**config.mk**
```make
export PLATFORM = sky130hd
export DESIGN_NAME = km_ctrl
export DESIGN_NICKNAME = d
export VERILOG_FILES = /design/src/rtl/core/km_pkg.sv /design/src/rtl/core/km_ctrl.sv
export SDC_FILE = /design/constraint.sdc
export NUM_CORES = 1
export LEC_CHECK = 0
export CAP_MARGIN = 20
export CORE_AREA = 3 3 81 83
export CTS_BUF_LIST = sky130_fd_sc_hd__clkbuf_4 sky130_fd_sc_hd__clkbuf_8
export CTS_CLUSTER_DIAMETER = 120
export CTS_CLUSTER_SIZE = 10
export DETAILED_ROUTE_END_ITERATION = 10
export DIE_AREA = 0 0 84 86
export DONT_BUFFER_PORTS = 1
export GPL_ROUTABILITY_DRIVEN = 0
export PLACE_DENSITY = 0.85
export REMOVE_ABC_BUFFERS = 1
export SETUP_SLACK_MARGIN = 0.3
export SLEW_MARGIN = 25
export SYNTH_ARGS = -nofsm -noshare
export SYNTH_HDL_FRONTEND = slang
export SYNTH_SLANG_ARGS = --single-unit
```
**constraint.sdc**
```tcl
create_clock -name aclk -period 3.8 [get_ports aclk]
set_input_delay 0.76 -clock aclk [delete_from_list [all_inputs] [get_ports aclk]]
set_output_delay 0.76 -clock aclk [all_outputs]
set_load 0.03 [all_outputs]
```
**src/rtl/core/km_pkg.sv**
```systemverilog
// Package for the k-means clustering engine: sizes, codes, and shared types.
// No dependencies.
`default_nettype none
package km_pkg;
    localparam int MAX_POINTS   = 1024;
    localparam int MAX_CLUSTERS = 8;
    localparam int MAX_DIMS     = 8;
    localparam int PW = $clog2(MAX_POINTS);
    localparam int CW = $clog2(MAX_CLUSTERS);
    localparam int DW = $clog2(MAX_DIMS);

    typedef enum logic [1:0] {
        KIND_POINT    = 2'd0,
        KIND_CENTROID = 2'd1,
        KIND_RUN      = 2'd2,
        KIND_NONE     = 2'd3
    } kind_t;

    typedef enum logic [2:0] {
        REG_CLUSTERS  = 3'd0,
        REG_DIMS      = 3'd1,
        REG_POINTS    = 3'd2,
        REG_MAX_ITER  = 3'd3,
        REG_THRESHOLD = 3'd4
    } reg_idx_t;

    typedef enum logic [3:0] {
        ST_IDLE, ST_CLEAR, ST_FETCH, ST_DIST, ST_PICK, ST_ACC, ST_NEXT,
        ST_DIV, ST_DIVWAIT, ST_ITER_END, ST_OUT, ST_OUTWAIT
    } state_t;

    // Controller -> datapath.
    typedef struct packed {
        logic clear_acc;     // zero sums and counts (one entry per cycle, index c,j)
        logic dist_step;     // accumulate one squared term for (p,c,j)
        logic dist_start;    // clear distance for new centroid
        logic pick;          // compare distance with best
        logic assign_pt;     // write membership, bump counts, start sum walk
        logic acc_step;      // add one coordinate into sum
        logic div_start;     // start a divide for (c,j)
        logic out_load;      // read centroid (c,j) into the output
        logic [PW-1:0] p;
        logic [CW-1:0] c;
        logic [DW-1:0] j;
    } cmd_t;

    // Datapath -> controller.
    typedef struct packed {
        logic div_done;
        logic count_zero;
    } sts_t;
endpackage
`default_nettype wire

```
**src/rtl/core/km_ctrl.sv**
```systemverilog
// Controller of the k-means engine: sequences iterations, point/centroid/
// coordinate walks, divides and result output. Uses km_pkg.
`default_nettype none
module km_ctrl (
    input  wire logic                  aclk,
    input  wire logic                  aresetn,
    input  wire logic                  start,
    input  wire logic [3:0]            k_cfg,
    input  wire logic [3:0]            d_cfg,
    input  wire logic [10:0]           n_cfg,
    input  wire logic [7:0]            iter_cfg,
    input  wire logic [10:0]           thr_cfg,
    input  wire km_pkg::sts_t          sts,
    input  wire logic                  changed,
    input  wire logic                  out_free,
    output km_pkg::cmd_t               cmd,
    output logic                       busy,
    output logic                       out_push,
    output logic [7:0]                 iters,
    output logic [10:0]                changes,
    output logic                       out_last
);
    import km_pkg::*;

    state_t state_reg, state_next;
    logic [PW-1:0] p_reg, p_next;
    logic [CW-1:0] c_reg, c_next;
    logic [DW-1:0] j_reg, j_next;
    logic [1:0]    w_reg, w_next;    // pipeline drain counter
    logic [7:0]    it_reg, it_next;
    logic [10:0]   ch_reg, ch_next;
    logic [CW-1:0] kl;
    logic [DW-1:0] dl;
    logic [PW-1:0] nl;

    // Last index in use, counts saturated into 1..max.
    assign kl = (k_cfg == 4'd0) ? '0 : (k_cfg > 4'(MAX_CLUSTERS)) ? CW'(MAX_CLUSTERS-1)
              : CW'(k_cfg - 4'd1);
    assign dl = (d_cfg == 4'd0) ? '0 : (d_cfg > 4'(MAX_DIMS)) ? DW'(MAX_DIMS-1)
              : DW'(d_cfg - 4'd1);
    assign nl = (n_cfg == 11'd0) ? '0 : (n_cfg > 11'(MAX_POINTS)) ? PW'(MAX_POINTS-1)
              : PW'(n_cfg - 11'd1);

    always_ff @(posedge aclk) begin
        if (!aresetn) begin
            state_reg <= ST_IDLE;
            it_reg <= '0;
            ch_reg <= '0;
        end else begin
            state_reg <= state_next;
            it_reg <= it_next;
            ch_reg <= ch_next;
        end
        p_reg <= p_next;
        c_reg <= c_next;
        j_reg <= j_next;
        w_reg <= w_next;
    end

    always_comb begin
        state_next = state_reg;
        p_next = p_reg; c_next = c_reg; j_next = j_reg; w_next = w_reg;
        it_next = it_reg; ch_next = ch_reg;
        cmd = '0;
        cmd.p = p_reg; cmd.c = c_reg; cmd.j = j_reg;
        out_push = 1'b0;
        out_last = (c_reg == kl) && (j_reg == dl);
        case (state_reg)
            ST_IDLE: begin
                if (start) begin
                    it_next = '0; ch_next = '0; c_next = '0; j_next = '0;
                    state_next = (iter_cfg == 8'd0) ? ST_OUT : ST_CLEAR;
                end
            end
            ST_CLEAR: begin
                cmd.clear_acc = 1'b1;
                j_next = j_reg + 1'b1;
                if (j_reg == DW'(MAX_DIMS-1)) begin
                    c_next = c_reg + 1'b1;
                    if (c_reg == CW'(MAX_CLUSTERS-1)) begin
                        ch_next = '0; p_next = '0; c_next = '0; j_next = '0;
                        state_next = ST_FETCH;
                    end
                end
            end
            ST_FETCH: begin
                cmd.dist_start = 1'b1;
                j_next = '0;
                state_next = ST_DIST;
            end
            ST_DIST: begin
                // issue reads j=0..dl; each read and square is registered before its term reaches the distance
                cmd.dist_step = 1'b1;
                j_next = j_reg + 1'b1;
                if (j_reg == dl) begin
                    w_next = 2'd2;
                    state_next = ST_PICK;
                end
            end
            ST_PICK: begin
                if (w_reg == 2'd0) begin
                    cmd.pick = 1'b1;
                    if (c_reg == kl) begin
                        j_next = '0;
                        state_next = ST_ACC;
                    end else begin
                        c_next = c_reg + 1'b1;
                        state_next = ST_FETCH;
                    end
                end else begin
                    w_next = w_reg - 2'd1;
                end
            end
            ST_ACC: begin
                if (j_reg == '0) begin
                    cmd.assign_pt = 1'b1;
                    if (changed) ch_next = ch_reg + 11'd1;
                end
                cmd.acc_step = 1'b1;
                j_next = j_reg + 1'b1;
                if (j_reg == dl) begin
                    w_next = 2'd1;
                    state_next = ST_NEXT;
                end
            end
            ST_NEXT: begin
                if (w_reg == 2'd0) begin
                    c_next = '0;
                    if (p_reg == nl) begin
                        j_next = '0;
                        state_next = ST_DIV;
                    end else begin
                        p_next = p_reg + 1'b1;
                        state_next = ST_FETCH;
                    end
                end else begin
                    w_next = w_reg - 2'd1;
                end
            end
            ST_DIV: begin
                if (sts.count_zero) begin
                    if (c_reg == kl) state_next = ST_ITER_END;
                    else c_next = c_reg + 1'b1;
                end else begin
                    cmd.div_start = 1'b1;
                    state_next = ST_DIVWAIT;
                end
            end
            ST_DIVWAIT: begin
                if (sts.div_done) begin
                    state_next = ST_DIV;
                    j_next = j_reg + 1'b1;
                    if (j_reg == dl) begin
                        j_next = '0;
                        if (c_reg == kl) state_next = ST_ITER_END;
                        else c_next = c_reg + 1'b1;
                    end
                end
            end
            ST_ITER_END: begin
                it_next = it_reg + 8'd1;
                c_next = '0; j_next = '0;
                if (ch_reg <= thr_cfg || it_reg + 8'd1 == iter_cfg) state_next = ST_OUT;
                else state_next = ST_CLEAR;
            end
            ST_OUT: begin
                // read centroid (c,j); data lands next cycle
                cmd.out_load = 1'b1;
                state_next = ST_OUTWAIT;
            end
            ST_OUTWAIT: begin
                if (out_free) begin
                    out_push = 1'b1;
                    if (out_last) state_next = ST_IDLE;
                    else begin
                        state_next = ST_OUT;
                        j_next = j_reg + 1'b1;
                        if (j_reg == dl) begin
                            j_next = '0;
                            c_next = c_reg + 1'b1;
                        end
                    end
                end
            end
            default: state_next = ST_IDLE;
        endcase
    end

    assign busy    = (state_reg != ST_IDLE);
    assign iters   = it_reg;
    assign changes = ch_reg;
endmodule
`default_nettype wire

```
After elaboration in Yosys (flattened, before gate mapping)
Cells that the tools add are included.
- word-level logic and storage cells: 161
- output and inout bits: 46
- bits in registers: 41
- input port bits: 45
- reduce and logical (&&, ||, !) cells: 26
- multiplexer cells: 78
- equality and inequality tests: 37
- order comparisons: 4
- $add $sub $neg: 9
- operators by type and width (cell ; count):
    2-to-1 mux 3 bit ; 28
    2-to-1 mux 4 bit ; 16
    2-to-1 mux 10 bit ; 6
    2-to-1 mux 11 bit ; 5
    one-hot mux 3 bit (8 select lines) ; 2
    one-hot mux 4 bit (12 select lines) ; 1
    inequality test 2 bit, second input constant ; 19
    one-hot mux 11 bit (3 select lines) ; 1
    one-hot mux 10 bit (2 select lines) ; 1
    == test 4 x 3 -> 1 bit, second input constant ; 4
    == test 4 bit, second input constant ; 4
    one-hot mux 8 bit (2 select lines) ; 1
    nonzero test 8 bit ; 2
    zero test 4 bit ; 3
    adder 11 x 1 -> 11 bit, second input constant ; 1
    greater-than comparator 11 bit, second input constant ; 1
    <= comparator 11 bit ; 1
    zero test 11 bit ; 1
    2-to-1 mux 1 bit ; 11
    AND reduction 11 bit ; 1
    adder 10 x 1 -> 10 bit, second input constant ; 1
    == test 10 bit ; 1
    AND reduction 10 bit ; 1
    subtractor 10 x 1 -> 10 bit, second input constant ; 1
    other kinds (28) ; 41

Depth between registers and ports, before layout
Gate-level depths: netlist of the first run.
- depth after elaboration: 8
- depth in mapped cells: 10

Worst setup path before layout of the first run
OpenSTA, ideal clock, no wires.
- kind: input-to-reg
- start: input n_cfg[0]
- end: register p_reg[0], enable pin
- data required time: 3.510 ns
- arrival time: 3.048 ns
- setup time: 0.290 ns
- stages on the path: 9
- setup slack: 0.463 ns
- path through: inv_1 -> ha_1 -> or4b_4 -> o41a_1 -> nor4_2 -> o21ai_1 -> a2111oi_2 -> nand4_1 -> a22o_1
- word-level cells in the longest chain between the ends: 6
- elaborated cells between the ends (all ways): 8
- those cells by class: add/sub (1); order compare (1); eq/ne (2); mux (2); reduce/logical (2)
- RTL lines (what ; line ; source):
    start, declared ; km_ctrl.sv:10 ; input wire logic [10:0] n_cfg,
    subtractor 10 x 1 -> 10 bit / greater-than comparator 11 bit (equally long branches) ; km_ctrl.sv:42, km_ctrl.sv:41 ;
    2-to-1 mux 10 bit ; km_ctrl.sv:41 ; assign nl = (n_cfg == 11'd0) ? '0 : (n_cfg > 11'(MAX_POINTS)) ? PW'(MAX_POINTS-1)
    2-to-1 mux 10 bit (*) ; km_ctrl.sv:41 ;
    == test 10 bit (*) ; km_ctrl.sv:129 ; if (p_reg == nl) begin
    inequality test 2 bit (no source line) (*) ; - ;
    AND reduction 5 bit (no source line) (*) ; - ;
    end signal, assigned ; km_ctrl.sv:54 ; p_reg <= p_next;
    end, declared ; km_ctrl.sv:26 ; logic [PW-1:0] p_reg, p_next;
Every way passes the cells marked *; elsewhere a longest branch is shown, timed or not.
A chain may end at the register's enable or synchronous reset.

Worst setup path in the final report of the first run
- start: register j_reg[0]
- end: output out_last
- word-level cells in the longest chain between the ends: 2
- RTL lines (what ; line ; source):
    start, declared ; km_ctrl.sv:28 ; logic [DW-1:0] j_reg, j_next;
    start signal, assigned ; km_ctrl.sv:56 ; j_reg <= j_next;
    == test 3 bit ; km_ctrl.sv:67 ; out_last = (c_reg == kl) && (j_reg == dl);
    logical AND 1 bit ; km_ctrl.sv:67 ;
    end, declared ; km_ctrl.sv:21 ; output logic out_last
Every way passes these cells.

==> flow_summary.ini, run 1 <==
[cells_and_area]
finalCoreUtilization_pct = 69.1
multi_input_area_um2 = 2690
final_cell_mix = nor2_1 (65), nand2_1 (41), inv_1 (38), a21oi_1 (29), o21ai_0 (24)
final_common_cell = nor2_1
fin_area_um2 = 4090
seq_area_um2 = 1000
fin_nets = 575
largest_reg_flops = 11
post_route_cells_drive_above_1_share_pct = 5.71
n_fill_cell = 493
area_delta_synth_final_pct = 4.87
antenna_cells = 0

[sta]
hold_viol = 0
fin_skew_ps = 16.9
hold_ws_ps = 576
slew_violations = 0
fmax_mhz = 299
final-setup-viol-count = 0
worstMarginPinSlew_ps = 649
min_period_over_period_pct = 87.9
relSlewSlack_pct = 56.1
fin_crit_ps = 3340
rsz0062_at_grt = false
setup_tns_ps = 0

[floorplanning]
fp-row-count = 28
fp.dieW_um = 84
core_um2 = 5920
die_y_um = 86
start_util_pct = 65.9
dieArea_um2 = 7220
pin_count = 91

[clock_network]
clockRootBuffer = clkbuf_8
cts_tree = built
postCtsHoldBufs = 0
clk-insertion-delay-late_ps = 300
clock_sinks = 41
clock_path_buffers = 2
cts_resized = 0
numCtsBuffers = 5
htreeDepth = 2
clkTransAtPathRegs_ps = 90
post_cts_buffers = 0

[grt]
grt_pass1_vias = 3723
grt_use_total_pct = 28.3
grt_max_degree = 17
grt-ovfl-total = 0
antenna_found_initial = 0
grt_first_pass_wirelength_mm = 17.2

[worst_setup_path]
crit_type = reg -> out
setup.worst_path.start_class = flop
critPathCaptureType = output pin
cp.arrival_ps = 2580
path_max_fanout = 8
required_ps = 3040

[outcome]
status = finished clean

[logic_synthesis]
yosys.area.top_type = edfxtp_1
synthCells = 509
syn-cell-area_um2 = 3900
synth_cell_types = 72
synth_async_sr_flop_share_pct = 0
yosysSeqAreaShare_pct = 25.7
ys_warn_count = 0
synth_area_leaders = edfxtp_1 (14%), dfxtp_1 (12%), ha_1 (7.4%)
synth.top_cell.area_share_pct = 13.9
synth_flop_cell = dfxtp_1
synth_edf_count = 18
synth.avg_cell_area_um2 = 7.66
ys_ff_latch = 41

[drt]
ant_nets = 0
totalWireLength_mm = 10.4
post-route-drc-count = 0
vias_per_cell = 6.72
drt_iter0_markers = 326
drtPass1Iterations = 5
wl_per_cell_um = 17.8
vias = 3918

[placed_design]
placed_area_um2 = 3980
place_hpwl_mm = 7.99
io_buffer_count = 0

[min_path]
hp-class = in -> reg

[pwr]
total_power_mw = 2.22
leakagePower_nw = 1.58
p_per_area_nw_per_um2 = 543
peakVddDrop_v = 0.000354

[job]
maxCapViolCount = 0
## synthesized netlist by cell type, types with 4 or more instances
cell / count
mux2i_1: 6
dfxtp_1: 23
ha_1: 23
nor2_1: 65
nand2b_1: 8
o21ai_0: 24
o211ai_1: 5
nor4_1: 10
clkbuf_1: 14
and3_1: 11
nand3_1: 18
a311oi_1: 4
a21o_1: 5
nand2_1: 41
inv_1: 38
and2_1: 9
xnor2_1: 19
nand4_1: 12
nand3b_1: 7
nor3_1: 10
or3_1: 9
edfxtp_1: 18
a211oi_1: 4
nor2b_1: 10
a21boi_0: 4
xor2_1: 12
a21oi_1: 29
a31oi_1: 5
## power breakdown
part / switching [mW] / leakage [nW] / internal [mW]
registers: 0.275 / 0.360 / 0.586
logic: 0.619 / 1.16 / 0.378
clock network: 0.162 / 0.0586 / 0.202
## worst max-delay path, cell delays in order (launching register included)
cell	delay (ps)
edfxtp_1	630
or4b_2	680
o32a_1	190
nand3_1	90
and2_1	290
nand2_1	160
inv_1	250
## logic make-up (layout without fill, tap and decap cells)
family	after synthesis	count (layout)	share of synthesized area (%)
AO/OA/AOI/OAI	118	118	20.7
XOR/XNOR	31	31	6.96
adder cells (fa/ha/maj)	24	24	7.63
buffers and inverters	55	54	5.48
flip-flops	41	41	25.7
multiplexers	7	7	1.83
AND/OR/NAND/NOR	233	233	31.7
## per-layer routing
layer	global-route usage (%)	part of all wire [%]
met1	34.0	40
met2	48.8	48
met3	7.20	9.3
met4	11.1	2.7
met5	0	0
## stage by stage
step                setup slack (ps)  instances
floorplan                        463        493
global placement                 302        575
detailed placement               218        575
CTS                              485        583
global route                     308        583
finish                           459        583
## area by class of cell
class,instances,area share (%)
well taps,75,2.29
repair buffers,7,1.28
clock inverters,2,0.856
multi-input cells,413,65.7
flip-flops and latches,41,24.5
inverters,39,3.58
clock buffers,6,1.87
## path summary, 6_finish.rpt
| kind | depth (start not counted) | endpoint | start | slack, ps |
|---|---|---|---|---|
| worst min-delay path | 1 | state_reg[3] | aresetn | 580 |
| worst max register to register | 8 | state_reg[0] | state_reg[0] | 780 |
| worst min register to register | 2 | state_reg[1] | state_reg[1] | 700 |
| worst max-delay path | 6 | out_last | j_reg[0] | 460 |
No activity file was read; power rests on OpenSTA's default activity.
==> run 2, diff against run 1 <==
Settings changed: CORE_AREA 3 3 81 83 to 3 3 103 66, DIE_AREA 0 0 84 86 to 0 0 106 69.
==> run 2 against run 1 <==
Effect of this change: clock power increased by 1%; critical path depth increased by 3; clock skew decreased by 9.2 ps; cell area increased by 0.31%; die area increased by 1.2%; global-route usage increased by 0.26 points; power increased by 1.0%; first-iteration DRC count increased by 53%; largest cell class unchanged; largest power group unchanged; highest routed layer unchanged.
==> flow_summary.ini, run 2 (synthesized netlist as in run 1, its figures left out) <==
[outcome]
status = finished clean

[clock_network]
numCtsBuffers = 5
clk-insertion-delay-late_ps = 300
postCtsHoldBufs = 0
htreeDepth = 2
clockRootBuffer = clkbuf_8
cts_tree = built
clock_sinks = 41
clkTransAtPathRegs_ps = 80
clock_path_buffers = 2

[cells_and_area]
final_common_cell = nor2_1
fin_nets = 574
final_cell_mix = nor2_1 (65), nand2_1 (41), inv_1 (38), a21oi_1 (28), o21ai_0 (24)
largest_reg_flops = 11
area_delta_synth_final_pct = 5.20
seq_area_um2 = 1000
n_fill_cell = 494
post_route_cells_drive_above_1_share_pct = 5.92
antenna_cells = 0
multi_input_area_um2 = 2690
finalCoreUtilization_pct = 69.0

[drt]
drt_iter0_markers = 498
drtPass1Iterations = 6
vias = 3945
post-route-drc-count = 0
vias_per_cell = 6.68
ant_nets = 0
totalWireLength_mm = 10.8
wl_per_cell_um = 18.2

[sta]
final-setup-viol-count = 0
slew_violations = 0
min_period_over_period_pct = 88.2
fmax_mhz = 298
setup_tns_ps = 0
fin_crit_ps = 3350
rsz0062_at_grt = true
fin_skew_ps = 7.75
relSlewSlack_pct = 50.4
worstMarginPinSlew_ps = 743
hold_viol = 0

[pwr]
swShare_pct = 48.4
switchingPower_mw = 1.09
pwr-share-seq_pct = 37.8
p_per_area_nw_per_um2 = 547
leakagePower_nw = 1.57
p_clk_share_pct = 16.4
power.internal_mw = 1.16
p_comb_share_pct = 45.7
peakVddDrop_v = 0.000318

[floorplanning]
pin_count = 91
die_y_um = 69
fp-row-count = 22
start_util_pct = 65.6
fp.dieW_um = 106
dieArea_um2 = 7310
core_um2 = 5950

[worst_setup_path]
cp_top_family = compound AO/OA/AOI/OAI gates
reg2reg_from = j_reg[0]
required_ps = 3840
critical_path.cell_chain = inv_1 > ha_1 > or4b_4 > o41a_1 > nor4_2 > o21ai_1 > a2111oi_2 > nand4_1 > a22o_2
crit_start = n_cfg[0]
critPathCaptureType = flop
cp.arrival_ps = 3390
path_max_fanout = 10
critPathMaxStageDelay_ps = 490
worst-path-buf-inv = 1
crit_type = in -> reg
setup.worst_path.start_class = input port
cp_slowest_cell = or4b_4

[placed_design]
io_buffer_count = 0
place_hpwl_mm = 8.43

[grt]
grt_use_total_pct = 28.6
grt_pass1_vias = 3423
grt_max_degree = 24
antenna_found_initial = 0
grt_first_pass_wirelength_mm = 17.2
grt-ovfl-total = 0

[min_path]
min_from = aresetn
hp-class = in -> reg

[job]
maxCapViolCount = 0
==> run 2: final cells by class <==
type / count / share of cell area (%)
multi-input cells: 413 / 65.6
well taps: 84 / 2.56
repair buffers: 6 / 1.10
clock buffers: 5 / 1.68
clock inverters: 3 / 1.13
inverters: 39 / 3.57
flip-flops and latches: 41 / 24.4
==> run 2: metrics by stage <==
stage	std cells	hold slack (ps)	power, mW	instance area [µm²]	setup WS [ps]
2_1_floorplan	493	644	1.57	3830	463
3_3_place_gp	583	685	1.80	3980	284
3_5_place_dp	583	691	1.84	3980	131
4_1_cts	591	598	2.21	4100	441
5_1_grt	591	590	2.38	4100	284
6_report	591	596	2.24	4100	447
==> run 2: worst paths after layout <==
kind	cells after the start	slack, ps	end
min	1	600	state_reg[3]
max reg2reg	7	810	c_reg[0]
max	9	450	p_reg[4]
min reg2reg	2	700	iters[3]
==> run 2: per-layer routing <==
layer | routed length (µm) | track usage, % | up-vias
met5 | 0 | 0 | -
met4 | 105 | 4.45 | 0
met3 | 1470 | 10.3 | 14
met2 | 4510 | 40.9 | 243
met1 | 4700 | 42.1 | 1829
li1 | - | - | 1859
==> run 2: power by group through the flow <==
stage / combinational (mW) / clock [mW] / sequential [mW]
global route: 1.13 / 0.382 / 0.870
detailed placement: 0.990 / 0 / 0.854
CTS: 0.997 / 0.365 / 0.846
finish: 1.03 / 0.369 / 0.850
floorplan: 0.736 / 0 / 0.835
global placement: 0.953 / 0 / 0.848
==> run 2: what timing repair did <==
item | CTS | global route
setup endpoints to repair | 0 | 13
setup buffers | 0 | 0
gates resized for setup | 0 | 2
